[config.mk]
export PLATFORM = sky130hd
export DESIGN_NAME = dimedfr_parse
export DESIGN_NICKNAME = d
export VERILOG_FILES = /design/src/hw/rtl/dimedfr_pkg.sv /design/src/hw/rtl/dimedfr_parse.sv
export SDC_FILE = /design/constraint.sdc
export NUM_CORES = 1
export LEC_CHECK = 0
export BUFFER_PORTS_ARGS = -buffer_cell sky130_fd_sc_hd__buf_2
export CAP_MARGIN = 15
export CORE_UTILIZATION = 54
export CTS_CLUSTER_SIZE = 24
export DETAILED_ROUTE_END_ITERATION = 10
export HOLD_SLACK_MARGIN = 0.05
export PLACE_DENSITY_LB_ADDON = 0.1
export SLEW_MARGIN = 20
export SYNTH_ARGS = -nofsm -noshare
export SYNTH_HDL_FRONTEND = slang
export SYNTH_SLANG_ARGS = --single-unit
[constraint.sdc]
create_clock -name clk -period 3.75 [get_ports clk]
set_input_delay 0.1875 -clock clk [delete_from_list [all_inputs] [get_ports clk]]
set_output_delay 0.1875 -clock clk [all_outputs]
set_load 0.02 [all_outputs]
[src/hw/rtl/dimedfr_pkg.sv]
// shared types and constants for the dime record deframer
package dimedfr_pkg;

	localparam int unsigned HDR_BYTES = 8;
	localparam int unsigned POS_W     = $clog2(HDR_BYTES);
	localparam logic [POS_W-1:0] HDR_LAST = POS_W'(HDR_BYTES - 1);

	typedef enum logic [2:0] {
		KIND_HEADER  = 3'd0,
		KIND_ID      = 3'd1,
		KIND_TYPE    = 3'd2,
		KIND_PAYLOAD = 3'd3,
		KIND_PAD     = 3'd4
	} kind_t;

	typedef struct packed {
		logic [7:0] data_byte;
	} in_item_t;

	typedef struct packed {
		logic [7:0]  byte_out;
		kind_t       byte_kind;
		logic        field_last;
		logic        record_last;
		logic        message_last;
		logic        begin_flag;
		logic        end_flag;
		logic        chunk_flag;
		logic [12:0] id_size;
		logic [12:0] type_size;
		logic [31:0] payload_size;
	} out_item_t;

endpackage

[src/hw/rtl/dimedfr_parse.sv]
// record parse state and per-byte labelling logic
module dimedfr_parse (
	input  logic                  clk,
	input  logic                  arst_n,
	input  logic                  step,
	input  logic [7:0]            byte_in,
	output dimedfr_pkg::out_item_t result
);
	import dimedfr_pkg::*;

	typedef enum logic [2:0] {
		PH_HEADER   = 3'd0,
		PH_ID       = 3'd1,
		PH_ID_PAD   = 3'd2,
		PH_TYPE     = 3'd3,
		PH_TYPE_PAD = 3'd4,
		PH_PAYLOAD  = 3'd5,
		PH_PAY_PAD  = 3'd6
	} phase_t;

	phase_t      phase_q, ph_next;
	logic [31:0] fpos_q, fpos_n;
	logic [23:0] hdr_q, hdr_n;
	logic [12:0] id_q, id_n, type_q, type_n;
	logic [31:0] data_q, data_n, seg_len;
	logic [2:0]  flags_q, flags_n;
	logic [POS_W-1:0] pos;
	logic        hdr_phase, flast, rlast;
	logic [6:0]  nz;
	kind_t       kind;

	// padding bytes up to the next 4-byte boundary
	function automatic logic [1:0] pad_of(input logic [1:0] len_lo);
		pad_of = 2'(~len_lo + 2'd1);
	endfunction

	// first later phase with a nonzero length, header if none
	function automatic phase_t next_ph(input phase_t cur, input logic [6:0] nzv);
		phase_t r;
		logic   found;
		r = PH_HEADER;
		found = 1'b0;
		for (int p = 1; p <= 6; p++) begin
			if (!found && 3'(p) > cur && nzv[p]) begin
				r = phase_t'(3'(p));
				found = 1'b1;
			end
		end
		return r;
	endfunction

	assign pos = fpos_q[POS_W-1:0];

	always_comb begin
		flags_n   = flags_q;
		id_n      = id_q;
		type_n    = type_q;
		data_n    = data_q;
		hdr_n     = hdr_q;
		seg_len   = '0;
		kind      = KIND_HEADER;
		hdr_phase = 1'b0;
		unique case (phase_q)
			PH_ID: begin
				seg_len = {19'd0, id_q};
				kind = KIND_ID;
			end
			PH_ID_PAD: begin
				seg_len = {30'd0, pad_of(id_q[1:0])};
				kind = KIND_PAD;
			end
			PH_TYPE: begin
				seg_len = {19'd0, type_q};
				kind = KIND_TYPE;
			end
			PH_TYPE_PAD: begin
				seg_len = {30'd0, pad_of(type_q[1:0])};
				kind = KIND_PAD;
			end
			PH_PAYLOAD: begin
				seg_len = data_q;
				kind = KIND_PAYLOAD;
			end
			PH_PAY_PAD: begin
				seg_len = {30'd0, pad_of(data_q[1:0])};
				kind = KIND_PAD;
			end
			default: hdr_phase = 1'b1;
		endcase

		if (hdr_phase) begin
			hdr_n = {hdr_q[15:0], byte_in};
			if (pos == POS_W'(0)) begin
				flags_n = byte_in[7:5];
				id_n = '0;
				type_n = '0;
				data_n = '0;
			end
			if (pos == POS_W'(1))
				id_n = {hdr_q[4:0], byte_in};
			if (pos == POS_W'(3))
				type_n = {hdr_q[4:0], byte_in};
			if (pos == HDR_LAST)
				data_n = {hdr_q, byte_in};
			flast = (pos == HDR_LAST);
		end else begin
			flast = ({1'b0, fpos_q} + 33'd1) >= {1'b0, seg_len};
		end

		nz = {data_n[1:0] != 2'd0, data_n != 32'd0, type_n[1:0] != 2'd0,
			type_n != 13'd0, id_n[1:0] != 2'd0, id_n != 13'd0, 1'b0};

		if (flast)
			ph_next = next_ph(hdr_phase ? PH_HEADER : phase_q, nz);
		else
			ph_next = hdr_phase ? PH_HEADER : phase_q;

		fpos_n = flast ? 32'd0 : fpos_q + 32'd1;
		rlast  = flast && (ph_next == PH_HEADER);

		result.byte_out     = byte_in;
		result.byte_kind    = kind;
		result.field_last   = flast;
		result.record_last  = rlast;
		result.message_last = rlast && flags_n[1];
		result.begin_flag   = flags_n[2];
		result.end_flag     = flags_n[1];
		result.chunk_flag   = flags_n[0];
		result.id_size      = id_n;
		result.type_size    = type_n;
		result.payload_size = data_n;
	end

	always_ff @(posedge clk or negedge arst_n) begin
		if (!arst_n) begin
			phase_q <= PH_HEADER;
			fpos_q  <= '0;
			hdr_q   <= '0;
			id_q    <= '0;
			type_q  <= '0;
			data_q  <= '0;
			flags_q <= '0;
		end else if (step) begin
			phase_q <= ph_next;
			fpos_q  <= fpos_n;
			hdr_q   <= hdr_n;
			id_q    <= id_n;
			type_q  <= type_n;
			data_q  <= data_n;
			flags_q <= flags_n;
		end
	end

	// the header position counter never runs past the eight header bytes
	a_hdr_pos_range: assert property (@(posedge clk) disable iff (!arst_n)
		phase_q == PH_HEADER |-> fpos_q[31:POS_W] == '0)
		else $error("header position out of range");

	// after the final byte of a record the next byte is header byte zero
	a_record_restart: assert property (@(posedge clk) disable iff (!arst_n)
		step && result.record_last |=> phase_q == PH_HEADER && fpos_q == 32'd0)
		else $error("record did not restart at header");

	// in a field the position stays below the field length
	a_field_pos: assert property (@(posedge clk) disable iff (!arst_n)
		!hdr_phase |-> fpos_q < seg_len)
		else $error("field position past field length");
endmodule

### Yosys cells after proc, flatten, opt, wreduce, memory -nomap -nowiden

Index checks and enable logic that the tools add are counted.

* register bits: 120
* input port bits: 11
* output and inout bits: 75
* word-level logic and storage cells: 94

* add/subtract/negate cells: 5
* $lt $le $gt $ge: 7
* equal/unequal tests: 9
* multiplexer cells: 33
* bitwise gates (word level): 4
* reduce and logical (&&, ||, !) cells: 29

Operator list (count)
* $pmux W32 S6: 1
* $mux W32: 4
* $mux W13: 6
* $add A32 B1 Y33 const B: 1
* $ge A33 B32 Y1: 1
* $add A32 B1 Y32 const B: 1
* $reduce_bool A32 Y1: 1
* $mux W3: 9
* $reduce_bool A13 Y1: 2
* $logic_and A1 B1 Y1: 13
* $eq A3 B3 Y1 const B: 4
* $mux W1: 12
* $pmux W3 S4: 1
* $eq A3 B2 Y1 const B: 3
* $gt A3 B3 Y1 const A: 3
* $add A2 B1 Y2 const B: 3
* $eq A3 B1 Y1 const B: 2
* $gt A2 B3 Y1 const A: 2
* $logic_not A3 Y1: 2
* $not A2 Y2: 3
* $reduce_bool A2 Y1: 3
* $reduce_or A6 Y1: 1
* $logic_not A1 Y1: 5
* $gt A1 B3 Y1 const A: 1
* other kinds (3): 3

### Depth between registers and ports, before layout

Gate-level depths: netlist of run 1.

* word-level depth: 36
* gate-level depth with buffers: 23
* gate-level depth less buffers: 19

### Worst setup path after synthesis of run 1

No wires, ideal clock.

* path kind: register to output
* start point: register phase_q[2]
* end point: output result[61] (netlist name)
* arrival time: 4.112 ns
* data required time: 3.562 ns
* setup slack: -0.550 ns
* cell stages (with the launch flop): 18
* path buffers: 4
* cell sequence: dfrtp_1 -> buf_2 -> buf_1 -> nand2_1 -> nor2_1 -> clkbuf_1 -> nand2_1 -> ha_1 -> nand4_1 -> nor4_1 -> nand2_1 -> a311oi_1 -> a211oi_2 -> o21a_1 -> buf_6 -> inv_6 -> nand2b_1 -> nor4_1

RTL lines
* from (decl): line dimedfr_parse.sv:21 `phase_t phase_q, ph_next;`
* from (signal assigned): line dimedfr_parse.sv:144 `phase_q <= ph_next;`
* to (decl): line dimedfr_parse.sv:7 `output dimedfr_pkg::out_item_t result`

==> results of run 1 <==
==> final cells by class <==
class                   instances  area share
inverters                      15     0.00651
clock inverters                15      0.0194
repair buffers                215       0.147
multi-input cells             726       0.479
flip-flops and latches        120       0.284
well taps                     184      0.0218
clock buffers                  17      0.0403
repair inverters                1     0.00154
==> worst max-delay path, delay by kind of cell, from the launching register on <==
| kind | cells | cell delay [ps] |
|---|---|---|
| buffers and inverters | 3 | 540 |
| and+or+nand+nor | 4 | 600 |
| adders and majority gates | 2 | 580 |
| AOI/OAI and AO/OA | 7 | 1410 |
| xor gates and xnor gates | 1 | 180 |
| DFF | 1 | 390 |
==> metrics by stage <==
stage          utilization  hold slack, ps  TNS (ps)  setup WS (ps)
2_1_floorplan            -            -108     -3.93          -3.93
6_report             0.727             119     -2410           -566
3_3_place_gp         0.639             343      -503           -279
3_5_place_dp         0.639             341     -4650           -425
4_1_cts              0.700             104     -1250           -561
5_1_grt              0.727             124     -8740           -797
==> routing by layer <==
| metal | track usage | vias to the layer above |
|---|---|---|
| met4 | 0.114 | 0 |
| li1 | - | 3709 |
| met3 | 0.0595 | 45 |
| met1 | 0.472 | 3809 |
| met2 | 0.515 | 321 |
| met5 | 0 | - |
==> cell usage in the layout, fill, tap and decap left out, drive strengths merged, types with 4 or more instances in the layout <==
master   instances
a211oi           7
a21o             5
a21oi           30
a22o            16
a31oi           36
a32o             4
and3             8
and4             4
buf            214
clkbuf          17
dfrtp          120
ha              37
inv             25
mux2            57
mux2i           12
nand2          187
nand2b           6
nand3           58
nand4           16
nor2            67
nor2b            6
nor3             9
nor4            19
o21a             4
o21ai           43
o22ai            4
o2bb2ai         14
o31ai            8
o41ai            5
xnor2           26
xor2             7
==> power breakdown <==
group / internal [µW] / switching (µW)
combinational: 2820 / 3480
clock: 1080 / 696
sequential: 1780 / 584
total: 5670 / 4760
==> what timing repair did <==
action                                  in CTS  in global routing
buffers inserted                            16                  9
hold buffers                                 1                  0
pin swaps                                   19                 28
endpoints found under the hold margin      120                  0
resized for setup                           32                 77
cloned                                       1                  0
endpoints found under the setup margin      38                 38
==> synth_stat cells, drive strengths merged, types with 4 or more instances <==
cell type  count  share of area
a211oi         7         0.0078
a21o           5         0.0047
a21oi         30          0.019
a22o          16          0.017
a31oi         36          0.028
a32o           4         0.0050
and3           8         0.0062
and4           4         0.0050
buf           31          0.023
clkbuf        34          0.016
dfrtp        120           0.37
ha            37          0.058
inv           15         0.0076
mux2          57          0.080
mux2i         12          0.015
nand2        187          0.088
nand2b         6         0.0047
nand3         58          0.038
nand4         16          0.012
nor2          67          0.031
nor2b          6         0.0047
nor3           9         0.0062
nor4          19          0.017
o21a           4         0.0037
o21ai         43          0.027
o22ai          4         0.0031
o2bb2ai       14          0.015
o31ai          8         0.0075
o41ai          5         0.0064
xnor2         26          0.028
xor2           7         0.0076
==> registers in the layout, indices dropped and copies added (netlist names) <==
name     flops
phase_q      3
data_q      32
type_q      13
fpos_q      32
flags_q      3
id_q        13
hdr_q       24
==> worst max path at each step <==
stage                  to  cells past startpoint             startpoint
6_report       result[62]                     17  fpos_q[1]$_DFFE_PN0P_
3_5_place_dp   result[61]                     19  fpos_q[1]$_DFFE_PN0P_
3_3_place_gp   result[61]                     19  fpos_q[0]$_DFFE_PN0P_
4_1_cts        result[61]                     18  fpos_q[1]$_DFFE_PN0P_
2_1_floorplan  result[61]                     19  fpos_q[0]$_DFFE_PN0P_
5_1_grt        result[61]                     18  fpos_q[1]$_DFFE_PN0P_
==> logic make-up after synthesis <==
logic type / count (synthesis) / synth area share
simple gates: 395 / 0.228
compound gates: 192 / 0.163
fa+ha+maj: 37 / 0.0576
mux: 69 / 0.0949
xor+xnor: 33 / 0.0360
flops: 120 / 0.374
buf+inv: 80 / 0.0466
==> impl_results.md, run 1 <==
* Status: finished, violations left
* Violated checks: negative setup slack
* Power Total at between 10000 and 15000 µW
* Crit path arrival time at about 4100 ps
* Syn Std Cell Area at approximately 0.008 mm²
* Yosys Warn Count at 0
* Avg Inst Size Synth at between 8 and 9 µm²
* RePlAce Congestion at 0.927
* Vias per cell at between 6 and 7
* Largest net degree at the start of global routing at between 100 and 150
* Syn nets at a little under 1000
* ANT cells at 0
* Area after DPL at approximately 0.0093 mm²
* FF-to-FF Start: fpos_q[1]$_DFFE_PN0P_
* CTS Root Cell: clkbuf_16
* Worst slew margin at 0.288
* Maximum vdd ir drop at between 500 and 600 µV
* Max Cap Viol at 0
* Fin Clk Skew at between 7 and 8 ps
* Pwr dens at 987 mW/mm²
* Die Y at 124 µm
* Post-DP HPWL at roughly 17 mm
* Area grow syn2layout at 31.5%
* Critical Path Start Type: register
* Cell mode on critical path: buf_4
* Skew-Pair Late Insertion Delay at 430 ps
* H-tree depth at 4
* # clock sinks at 120
* Register area at 0.00300 mm²
* Die Wd at 124 µm
* Die area at between 0.015 and 0.02 mm²
* DR DRC count at 0
* Max Fclk at 232 MHz
* Fillers at about 1100
* Placed insts at 1237
* Final Cell Area at 0.0106 mm²
* Hold_sp: byte_in[0]
* Final setup fails at 20
* Layout cells sized above 1 at 0.347
* NumNets Final at between 1000 and 1500
* Area of the multi-input gates at about 0.0051 mm²
* Non-filler cells, final at between 1000 and 1500
* CP required at ~3600 ps
* Worst Hold End: type_q[0]$_DFFE_PN0P_
* Post-synth EDFFs at 0
* #FFs+latches synth at 120
* Boundary pin count at 86
* Post-route ant nets at 0
* Max Used Layer: met4
* RSZ-0062 raised after global routing: true
* Reg2reg end: fpos_q[12]$_DFFE_PN0P_
* Core area at between 0.01 and 0.015 mm²
* Final Max Tran Viols at 0
* WL met3 at 1.67 mm
* Asr flop ratio synth at 1.00
* CP max stage cell: dfrtp_1
* Worst-Margin Slew at about 1100 ps
* Setup WS post-layout at -566 ps
* Met2 wire length at 11.9 mm
* Port bufs at 85
* Period utilization at 1.15
* Ys flop type: dfrtp_1
* Vias in the first global route at about 7100
* CP max FO at 4
* Routed len/inst at roughly 20 µm
* Initial antenna violation count at 0
* Iteration-0 DRC Markers at ~760
* Sequential element share of the synthesized area at 0.374
* Worst Hold Path Cells at 3
* CTS Buf Count at 17
* Crit Path Category: reg2out
* CP cell instances: ha_2 > nand4_1 > nor4_1 > buf_4 > nand3_1 > xnor2_1 > ha_1 > a21oi_1 > o21ai_2 > o211ai_1 > a311oi_2 > a211oi_2 > buf_4 > a211oi_2 > a211oi_4 > nor3_2 > buf_4
* Post-synthesis cell count at around 930
* Minimum clock period at 4320 ps
* Vias at 7884
* CP Capture Type: output port
* LEAKAGE at ~0.0048 µW
* Worst hold path type: in2reg
* R2r setup slk at -140 ps
* Routed Wire Length at around 25 mm
* Fin. Hold Viols at 0
* TritonCTS clock tree: yes
* First-pass GRT wire length at between 30 and 40 mm
* Reg2reg path depth at 20
* Wl on met1 at ~11 mm
* Crit-path max cell delay at 390 ps
* Unique cell type count in the Yosys netlist at between 60 and 70
* Bufs on Longest Clock Path at 2
* Worst-path clk slew at about 60 ps
* GR Overflow Total at 0
* Initial Utilization at 0.553
* 1st-pass router iterations at 6
* Num rows at 44
* GRT Resource Usage Total at 0.334
Note: power is estimated with default switching activity, not from simulation.
==> run 2: changes to the inputs <==
--- a/config.mk
+++ b/config.mk
@@ -7,6 +7,7 @@
 export LEC_CHECK = 0
 export BUFFER_PORTS_ARGS = -buffer_cell sky130_fd_sc_hd__buf_2
 export CAP_MARGIN = 15
+export CORE_ASPECT_RATIO = 0.7
 export CORE_UTILIZATION = 54
 export CTS_CLUSTER_SIZE = 24
 export DETAILED_ROUTE_END_ITERATION = 10
==> run 2 against run 1 <==
  * The flow still finishes with violations (negative setup slack)
  * Flip-flop and latch count unchanged
  * Die area about the same
  * Register-to-register slack worse by 430 ps
  * Clock skew up 1.9 ps
  * Maximum frequency down 6.3%
  * Global-route usage up 1.5 points
  * Critical endpoint is now result[61]
  * Setup slack worse by 290 ps
  * Largest power group unchanged
  * Sequential power up 2%
==> impl_results.md, run 2 (synthesized netlist as in run 1, its figures left out) <==
* Minimum clock period at 4610 ps (+291 ps)
* Crit path arrival time at 4420 ps (+290 ps)
* Period utilization at 1.23 (+0.0775)
* Fin. Hold Viols at 0 (unchanged)
* CP cell instances: buf_6 > ha_4 > nand4_1 > nor4_1 > buf_4 > buf_4 > nand3_4 > xnor2_4 > ha_4 > a21oi_2 > o21ai_2 > buf_4 > a211oi_2 > a311oi_2 > a211oi_4 > o21a_1 > a311oi_2 > a21o_1 > nor4_4 > buf_4
* Largest net degree at the start of global routing at 76 (-37%)
* LEAKAGE at 0.00503 µW (+3.8%)
* Final Cell Area at 0.0109 mm² (+3.3%)
* Die Y at 104 µm (-16%)
* Status: finished, violations left
* ANT cells at 0 (unchanged)
* Num rows at 36 (-18%)
* Min Hold Slack at 135 ps (+16.1 ps)
* Stages on worst setup path at 20 (+3)
* Initial Utilization at 0.564 (+0.0117)
* Commonest cells after routing, fill and taps aside: nand2_1, buf_4, dfrtp_1
* Max Cap Viol at 0 (unchanged)
* Crit-path leading delay family: compound AO/OA/AOI/OAI gates
* Int Power at 5810 µW (+2.3%)
* Post-DP HPWL at 18.5 mm (+6.4%)
* Routed len/inst at 21.3 µm (+9.0%)
* RePlAce Congestion at 0.951 (+2.6%)
* Power share of the combinational group at 0.623 (+0.019)
* Post-route ant nets at 0 (unchanged)
* Worst slew margin at 0.150 (-0.138)
* CP max FO at 5 (+1)
* Worst hold path type: in2reg
* Reg2reg path depth at 25 (+25%)
* Largest registers: data_q: 32 flops, fpos_q: 32 flops, hdr_q: 24 flops
* Die area at 0.0154 mm² (about the same)
* H-tree depth at 4 (unchanged)
* Cell mode on critical path: buf_4
* Violated checks: negative setup slack
* Crit-path max cell delay at 390 ps (about the same)
* Non-filler cells, final at 1311 (+1.4%)
* R2r setup slk at -570 ps (-430 ps)
* Worst Hold Path Cells at 3 (unchanged)
* Vias per cell at 6.33 (+3.9%)
* RSZ-0062 raised after global routing: true
* FF-to-FF Start: fpos_q[1]$_DFFE_PN0P_
* Crit path from: fpos_q[1]$_DFFE_PN0P_
* Placed insts at 1239 (+0.16%)
* NumNets Final at 1156 (+1.0%)
* GRT busiest layer: met1
* Flop pwr share at 0.221 (-0.005)
* Commonest non-fill, non-tap cell in the layout: nand2_1
* CTS Root Cell: clkbuf_16
* Fin Clk Skew at 9.36 ps (+1.87 ps)
* Worst-Margin Slew at 1270 ps (+207 ps)
* 1st-pass router iterations at 6 (unchanged)
* Met3 usage at 0.0741 (+0.0146)
* # clock sinks at 120 (unchanged)
* Final Max Tran Viols at 0 (unchanged)
* Critical Path Start Type: register
* Final core utilization at 0.766 (+0.0395)
* Setup_tns at -14960 ps (-12550 ps)
* GRT met1 Usage at 0.529 (+0.0576)
* Psw at 5100 µW (+7.2%)
* Boundary pin count at 86 (unchanged)
* Skew-Pair Late Insertion Delay at 430 ps (about the same)
* Setup WS post-layout at -856 ps (-291 ps)
* Vias in the first global route at 7499 (+5.0%)
* Crit Path Category: reg2out
* CP Capture Type: output port
* GR Overflow Total at 0 (unchanged)
* Clk network pwr share at 0.156 (-0.014)
* CP max stage cell: dfrtp_1
* Initial antenna violation count at 0 (unchanged)
* First-pass GRT wire length at 41.3 mm (+8.0%)
* Port bufs at 85 (unchanged)
* Reg2reg end: fpos_q[30]$_DFFE_PN0P_
* Vias at 8302 (+5.3%)
* DR DRC count at 0 (unchanged)
* Crit path to: result[61]
* Area after DPL at 0.00926 mm² (-0.24%)
* CP bufs+invs at 5 (+2)
* GRT Resource Usage Total at 0.348 (+0.0145)
* Core area at 0.0142 mm² (-2.1%)
* Max Fclk at 217 MHz (-6.3%)
* Switching Share at 0.468 (+0.0116)
* Layout cells sized above 1 at 0.379 (+0.0320)
* Bufs on Longest Clock Path at 2 (unchanged)
* CTS Buf Count at 17 (unchanged)
* Iteration-0 DRC Markers at 941 (+24%)
* Area grow syn2layout at 35.8%
* CP required at 3560 ps (about the same)
* Die Wd at 148 µm (+19%)
* Maximum vdd ir drop at 739 µV (+39%)
* Pwr dens at 1000 mW/mm² (+1.2%)
* Routed Wire Length at 27.9 mm (+10%)
* Final setup fails at 38 (+90%)
* TritonCTS clock tree: yes
* Worst-path clk slew at 70 ps (about the same)
* Met2 Usage GRT at 0.494 (-0.0210)
## run 2: cell count changes in the layout (fill, tap and decap cells not counted), moves of 5 or more
cell and delta:
o2bb2ai_2 -6, nor2_1 -5, buf_4 +14, o2bb2ai_4 +5, nand2_1 -6, o21ai_2 +5
## run 2: worst min-delay path by stage
stage                          start                     to  slack [ps]
after floorplan               arst_n  data_q[0]$_DFFE_PN0P_        -110
after global placement        arst_n  fpos_q[3]$_DFFE_PN0P_         420
after detailed placement      arst_n  fpos_q[7]$_DFFE_PN0P_         390
after CTS                 byte_in[2]  data_q[2]$_DFFE_PN0P_         120
after global routing      byte_in[1]  data_q[1]$_DFFE_PN0P_         140
final                     byte_in[2]  data_q[2]$_DFFE_PN0P_         140
## run 2: per-layer routing
layer	wire, µm	vias up
met5	0	-
met4	814	0
met3	2940	84
met2	12000	493
met1	12100	4002
li1	-	3723
## run 2: cell type report
| cell class | count | area (µm²) |
|---|---|---|
| multi-input cells | 726 | 5340 |
| fillers | 974 | 3320 |
| flip-flops and latches | 120 | 3000 |
| repair buffers | 228 | 1670 |
| clock buffers | 17 | 425 |
| well taps | 190 | 238 |
| clock inverters | 15 | 178 |
| inverters | 15 | 63.8 |
## run 2: per-stage QoR
stage                     setup slack (ps)  total power [µW]
final                                 -856             10900
after global routing                 -1010             11400
after CTS                             -602              9960
after detailed placement              -281              7590
after global placement                -241              7520
after floorplan                      -3.93              5620
## run 2: what timing repair did
action | in CTS | in global routing
hold buffers | 1 | 0
gates cloned | 1 | 0
endpoints found under the setup margin | 36 | 38
endpoints found under the hold margin | 73 | 0
pin swaps | 31 | 30
gates resized for setup | 80 | 75
buffers inserted | 12 | 27
## run 2: worst min-delay path: stages
cell,delay [ps]
buf_2,160
nand2_1,90
a31oi_1,80
## run 2: power by group through the flow
stage	Sequential (µW)	Combinational, µW	Clock [µW]
after floorplan	2170	3450	0
after global placement	2370	5150	0
after detailed placement	2380	5210	0
after CTS	2370	5880	1700
after global routing	2460	7170	1760
final	2410	6790	1700
